==> src/design/gcrb_ram.sv <==
// Generic simple dual-port RAM with one write port and a registered read port.
`default_nettype none
module gcrb_ram #(
	parameter int WIDTH = 8,
	parameter int DEPTH = 64
) (
	input  wire logic                                   clk,
	input  wire logic                                   we,
	input  wire logic [(DEPTH > 1 ? $clog2(DEPTH) : 1)-1:0] waddr,
	input  wire logic [WIDTH-1:0]                       wdata,
	input  wire logic [(DEPTH > 1 ? $clog2(DEPTH) : 1)-1:0] raddr,
	output logic      [WIDTH-1:0]                       rdata
);
	logic [WIDTH-1:0] mem [DEPTH];

	always_ff @(posedge clk) begin
		if (we) begin
			mem[waddr] <= wdata;
		end
		rdata <= mem[raddr];
	end
endmodule
`default_nettype wire

==> config.mk <==
export PLATFORM = sky130hd
export DESIGN_NAME = gcrb_ram
export DESIGN_NICKNAME = d
export VERILOG_FILES = /design/src/design/gcrb_ram.sv
export SDC_FILE = /design/constraint.sdc
export NUM_CORES = 1
export LEC_CHECK = 0
export BUFFER_PORTS_ARGS = -buffer_cell sky130_fd_sc_hd__buf_2
export CAP_MARGIN = 30
export CORE_UTILIZATION = 39
export CTS_CLUSTER_SIZE = 24
export DETAILED_ROUTE_END_ITERATION = 8
export GPL_TIMING_DRIVEN = 0
export PLACE_DENSITY_LB_ADDON = 0.08
export SLEW_MARGIN = 30
export SYNTH_ARGS = -nofsm -noshare
export SYNTH_HDL_FRONTEND = slang
export SYNTH_SLANG_ARGS = --single-unit
==> constraint.sdc <==
create_clock -name clk -period 1.9 [get_ports clk]
set_clock_uncertainty 0.1 [all_clocks]
set_input_delay 0.095 -clock clk [delete_from_list [all_inputs] [get_ports clk]]
set_output_delay 0.095 -clock clk [all_outputs]
set_load 0.02 [all_outputs]
==> metrics.md, run 1 <==
| Metric | Value |
|---|---|
| Worst path cell trace | `mux4_2 -> mux2_4 -> o221a_4 -> nor3_4 -> o32ai_4` |
| Minimum clock period | `2090 ps` |
| FMAX | `0.479 GHz` |
| Worst EP arrival | `2430 ps` |
| GRT Total Usage | `20.8%` |
| Largest net degree at the start of global routing | `65` |
| #FFs+latches synth | `520` |
| Slew Limit Fails | `0` |
| Post-DP Area | `0.0212 sq mm` |
| Die area | `0.0526 sq mm` |
| Synth Area per Inst | `21.5 sq um` |
| WP data required | `2240 ps` |
| Final Setup Violations | `16` |
| Synthesized cell area | `0.0202 sq mm` |
| Simple-gate share of the synthesized area | `3.39%` |
| Number of nets in the layout | `1048` |
| Max-slew headroom | `36.4%` |
| Worst Path Buf+Inv | `0` |
| First-pass GRT wire length | `75900 microns` |
| Post-DR vias/cell | `5.66` |
| CP endpoint kind | `flop` |
| Die Y | `229 microns` |
| CP max-delay cell | `mux4_2` |
| Design Power | `24.6 mW` |
| Post-layout util | `46.3%` |
| # IOs | `30` |
| RSZ-0062 raised after global routing | `true` |
| Status | `finished with violations` |
| R2r worst-path depth | `5` |
| Failing checks | `setup timing` |
| Initial antenna violation count | `1` |
| Antenna viol nets, final | `0` |
| # port buffers | `21` |
| Die W | `229 microns` |
| Worst Slack Setup Final | `-189 ps` |
| Initial DRC Count | `933` |
| PD cells | `1050 mW/mm^2` |
| Post-synth top cells | `512 x edfxtp_1, 126 x mux4_2, 83 x nor2_1, 23 x mux2i_1, 19 x nand2_1` |
| CP Launch Type | `flop` |
| Wire length per cell | `30.8 microns` |
| WHS | `68.9 ps` |
| Yosys warning count | `0` |
| Netlist cell types | `40` |
| Maximum vdd drop | `0.000636 V` |
| Post-CTS Setup Bufs | `0` |
| GRT overflow | `0` |
| Placement Setup Slack | `-1420 ps` |
| Tightest Hold Check Type | `in -> reg` |
| Count leader, synth | `edfxtp_1` |
| Max clock buf depth | `3` |
| Max stage delay on crit path | `480 ps` |
| Adder-Cell Fraction of Synth Area | `0%` |
| Vias in the first global route | `10100` |
| Delay-heaviest family, CP | `multiplexers` |
| Top FF cell, synth | `edfxtp_1` |
| Largest family of logic cells by synthesized area | `multiplexers` |
| Levels on crit path | `5` |
| TritonCTS clock tree | `built` |
| DP Wirelength | `33500 microns` |
| Cells after Synth | `940` |
| Mapped Nets | `962` |
| Synth area leaders | `edfxtp_1 76%, mux4_2 14%, nor2_1 1.5%` |
| TritonCTS buffer count | `53` |
| Worst Hold Path Cells | `3` |
| Pre-Repair DR Iteration Count | `4` |
| Cell accounting for the most synthesized area | `edfxtp_1` |
| Worst-margin pin slew | `952 ps` |
| Clock Tree Root | `clkbuf_16` |
| Sink Count | `520` |
| Final GP Congestion | `0.878` |
| Row count | `82` |
| Final Hold Viols | `0` |
| Synth Area in XOR/XNOR | `0%` |
| Number of synthesized flops with an enable pin | `512` |
| Kind of critical path | `reg -> reg` |
| DRC Markers | `0` |
| CTS clk-pin slew, worst paths | `60 ps` |
| Starting Density | `39.9%` |
| Post-Route WL | `53500 microns` |
| Max Cap Violations | `0` |
| Post-route cell area | `0.0234 sq mm` |
| Post-synthesis mux area share | `15.9%` |
| Asr flop ratio synth | `0%` |
| Layout cells sized above 1 | `33.7%` |
| CTS H-tree lvls | `2` |
| CP Max Fanout | `1` |
| Clk_lat worst skew | `610 ps` |
| Post-synthesis sequential area ratio | `77.0%` |
| Core Area | `0.0506 sq mm` |
| Compound-cell area share of the yosys netlist | `2.07%` |
| Diodes inserted | `0` |
| Yosys top cell area share | `76.2%` |
| Leakage | `7.19 nW` |
| Period Utilization, post-route | `110%` |
| Via count | `9840` |
| Area grow syn2layout | `16.1%` |
metrics by stage:
step	setup TNS, ps	instances
after floorplan	0	940
after global placement	-298550	1633
after detailed placement	-317730	1634
after CTS	-1890	1739
after global routing	-4270	1739
final	-1070	1739
layout by cell type, fill, tap and decap left out, drive strengths merged, types with 3 or more instances in the layout:
cell type    Yosys  layout
mux2            13      13
nand3b           3       3
a21oi            3       3
mux2i           23      23
a221oi           6       6
edfxtp         512     512
nor2            83      83
nand2           19      19
o21ai            4       4
mux4           126     126
nor2b           14      14
o2bb2ai          3       3
o22ai            8       8
o221ai           8       8
bufinv           0       7
o2111ai          3       3
buf             34      56
nor3             7       7
dfxtp            8       8
dlygate4sd3      0       9
a211oi           4       4
a22oi            3       3
nand2b           7       7
clkinv           0      25
clkbuf          17      79
nand3           13      13
flip-flops by register name, indices dropped and copies added, names as in the netlist:
signal  count
mem       512
rdata       8
worst paths after layout:
kind | slack [ps] | start | endpoint
setup reg to reg | -190 | mem[21][6] | rdata[6]
hold reg to reg | 830 | mem[22][2] | rdata[2]
setup / recovery | -190 | mem[21][6] | rdata[6]
hold / removal | 70 | waddr[0] | mem[49][2]
worst reg2reg max path, stage by stage, from the launching register on:
cell      delay, ps
edfxtp_1        370
mux4_2          480
mux2_4          310
o221a_4         290
nor3_4          260
o32ai_4         130
power breakdown:
| part | internal (mW) | switching, mW | total [mW] |
|---|---|---|---|
| clock network | 6.04 | 4.38 | 10.4 |
| registers | 12.7 | 0.0212 | 12.7 |
| logic | 0.514 | 0.954 | 1.47 |
final cells by class:
cell class	count	area, sq um
clock buffer	62	1360
tap	672	841
fill	4241	27200
sequential	520	15500
timing repair buffer	31	223
clock inverter	34	340
buffer	51	352
multi-input combinational	369	4770
repair_timing:
action                     CTS  global route
hold endpoints to repair   265             0
resized for setup           82            43
hold buffers                 9             0
pin swaps                    5             3
setup endpoints to repair  199           225
gates cloned                 0             0
cells by family after synthesis:
logic type | after synthesis
compound gates | 54
flops | 520
buf+inv | 51
simple gates | 153
mux | 162
routing by layer:
layer  global-route usage [%]  share of wire, %
met5                        0                 0
met4                     7.21               2.6
met1                     29.4                45
met3                     3.29               5.5
met2                     32.8                47
(Power assumes the default switching activity.)
==> run 2, diff against run 1 <==
clock period = 2.2 ns   (was 1.9 ns; I/O delays follow)
==> run 2 against run 1 <==
The flow finishes with violations (hold timing, setup timing). Utilization fell by 0.76 points. Routed wire length fell by 0.10%. First-iteration DRC count increased by 10%. Cell area shrank 1.6%. Via count decreased by 0.79%. Worst setup slack better by 110 ps. Sequential share of layout area is 1.1 points higher. Clock power decreased by 13%. Die area did not move.
==> metrics.md, run 2 (synthesis results as in run 1) <==
| Metric | Value |
|---|---|
| Tightest Hold Check Type | `in -> reg` |
| Clk_lat worst skew | `610 ps (about the same)` |
| CP max-delay cell | `nor2_1` |
| TritonCTS buffer count | `53 (unchanged)` |
| Setup_tns | `-2070 ps (-996 ps)` |
| Post-Route WL | `53500 microns (-0.10%)` |
| Final GP Congestion | `0.878 (unchanged)` |
| Post-DP Area | `0.0212 sq mm (unchanged)` |
| Diodes inserted | `0 (unchanged)` |
| CP endpoint kind | `flop` |
| Max-slew headroom | `34.4% (-2.0 points)` |
| WP data required | `2320 ps (+80 ps)` |
| Largest register FFs | `512 (unchanged)` |
| Cells after DPL | `1634 (unchanged)` |
| Vias in the first global route | `10100 (-0.12%)` |
| CP Launch Type | `input port` |
| Largest net degree at the start of global routing | `65 (unchanged)` |
| Row count | `82 (unchanged)` |
| Layout Cells excl Fill | `1737 (-0.12%)` |
| Sw Ratio | `21.6% (-0.14 points)` |
| Sequential share of power | `51.9% (+0.2 points)` |
| GRT Total Usage | `20.8% (-0.022 points)` |
| Worst Path Buf+Inv | `1 (+1)` |
| Clock power share | `42.5% (about the same)` |
| GRT overflow | `0 (unchanged)` |
| RSZ-0062 raised after global routing | `true` |
| Via count | `9762 (-0.79%)` |
| Delay-heaviest family, CP | `simple AND/OR/NAND/NOR gates` |
| # IOs | `30 (unchanged)` |
| Initial antenna violation count | `2 (+1)` |
| Slew Limit Fails | `0 (unchanged)` |
| Post-route cell area | `0.0230 sq mm (-1.6%)` |
| First-pass GRT wire length | `75700 microns (-0.22%)` |
| Number of nets in the layout | `1046 (-0.19%)` |
| Antenna viol nets, final | `0 (unchanged)` |
| Max clock buf depth | `3 (unchanged)` |
| Wire length per cell | `30.8 microns (about the same)` |
| Clock Tree Root | `clkbuf_16` |
| Worst path cell trace | `clkbuf_1 -> nor2b_1 -> nand3_1 -> nor2_1` |
| Top reg by flops | `mem` |
| Met3 GRT Util | `3.55% (+0.26 points)` |
| GRT Max-Usage Layer | `met2` |
| Switching power | `4.58 mW (-14%)` |
| DP Wirelength | `33500 microns (unchanged)` |
| Most common cell after layout, fill and taps aside | `edfxtp_1` |
| WHS | `-24.9 ps (-93.8 ps)` |
| PD cells | `919 mW/mm^2 (-13%)` |
| CP Max Fanout | `10 (+9)` |
| Die Y | `229 microns (unchanged)` |
| Layout cells sized above 1 | `27.6% (-6.1 points)` |
| Sink Count | `520 (unchanged)` |
| Max Cap Violations | `0 (unchanged)` |
| P_int | `16.6 mW (-14%)` |
| TritonCTS clock tree | `built` |
| Worst-margin pin slew | `980 ps (+28.0 ps)` |
| Pre-Repair DR Iteration Count | `5 (+1)` |
| Minimum clock period | `2280 ps` |
| Starting Density | `39.9% (unchanged)` |
| Final Hold Viols | `24 (+24)` |
| Area grow syn2layout | `14.2%` |
| Worst Slack Setup Final | `-82.2 ps (+106 ps)` |
| Die W | `229 microns (unchanged)` |
| Worst EP arrival | `2400 ps (-30 ps)` |
| CTS clk-pin slew, worst paths | `60 ps (about the same)` |
| FILL cells | `4265 (+0.57%)` |
| GRT met1 Usage | `29.4% (about the same)` |
| Largest registers | `mem x512, rdata x8` |
| Leakage | `7.13 nW (-0.79%)` |
| Most frequent cells in the layout | `512 x edfxtp_1, 126 x mux4_2, 75 x nor2_1` |
| Comb pwr share | `5.6% (-0.4 points)` |
| Maximum vdd drop | `0.000551 V (-13%)` |
| Final Setup Violations | `61 (+45)` |
| FMAX | `0.438 GHz` |
| Post-layout util | `45.5% (-0.76 points)` |
| Design Power | `21.2 mW (-14%)` |
| CTS H-tree lvls | `2 (unchanged)` |
| Die area | `0.0526 sq mm (unchanged)` |
| Max stage delay on crit path | `990 ps (+510 ps)` |
| Core Area | `0.0506 sq mm (unchanged)` |
| Post-DR vias/cell | `5.62 (-0.68%)` |
| Kind of critical path | `in -> reg` |
| M2 GR Usage | `32.4% (-0.40 points)` |
| Initial DRC Count | `1030 (+10%)` |
| Failing checks | `hold timing, setup timing` |
| Period Utilization, post-route | `104%` |
| Status | `finished with violations` |
| # port buffers | `21 (unchanged)` |
| DRC Markers | `0 (unchanged)` |
## run 2: layout make-up
type	count	area, sq um	share of cell area, %
multi-input cells	369	4430	19.2
well taps	672	841	3.65
repair buffers	29	200	0.869
clock inverters	34	340	1.48
flip-flops and latches	520	15500	67.4
clock buffers	62	1360	5.90
plain buffers	51	333	1.44
## run 2: stage by stage
stage	setup slack [ps]	hold WS, ps
floorplan	322	109
detailed placement	-1140	428
global placement	-1140	428
finish	-82.2	-24.9
global route	-73.2	7.63
CTS	4.03	4.61
## run 2: per-layer routing
layer	share of wire (%)	vias to the layer above
li1	-	4107
met1	45	5263
met2	47	292
met3	5.1	98
met4	3.0	2
met5	0.021	-
## run 2: final timing paths
kind / start / endpoint / slack [ps] / cells past startpoint
worst max-delay path: waddr[1] / mem[27][6] / -80 / 4
worst min-delay path: wdata[5] / mem[44][5] / -20 / 1
worst max register to register: mem[21][6] / rdata[6] / 50 / 5
worst min register to register: mem[22][2] / rdata[2] / 870 / 4
## run 2: power by group through the flow
| stage | Clock, mW | Combinational, mW | Sequential, mW |
|---|---|---|---|
| finish | 9.00 | 1.19 | 11.0 |
| global route | 9.47 | 1.25 | 11.0 |
| CTS | 9.15 | 1.20 | 11.0 |
| detailed placement | 0 | 1.17 | 11.2 |
| global placement | 0 | 1.16 | 11.2 |
| floorplan | 0 | 0.584 | 11.2 |
## run 2: what timing repair did
action                                 in CTS  in global routing
pin swaps                                   0                  0
resized for setup                          20                  9
buffers inserted                            0                  0
hold buffers                                6                  0
setup endpoints to repair                  24                 96
cloned                                      0                  0
endpoints found under the hold margin     113                  0
## run 2: worst register-to-register path, cell delays in order (launching register included)
cell and delay [ps]:
edfxtp_1 370, mux4_2 480, mux2_2 330, o221a_2 320, nor3_4 250, o32ai_2 160
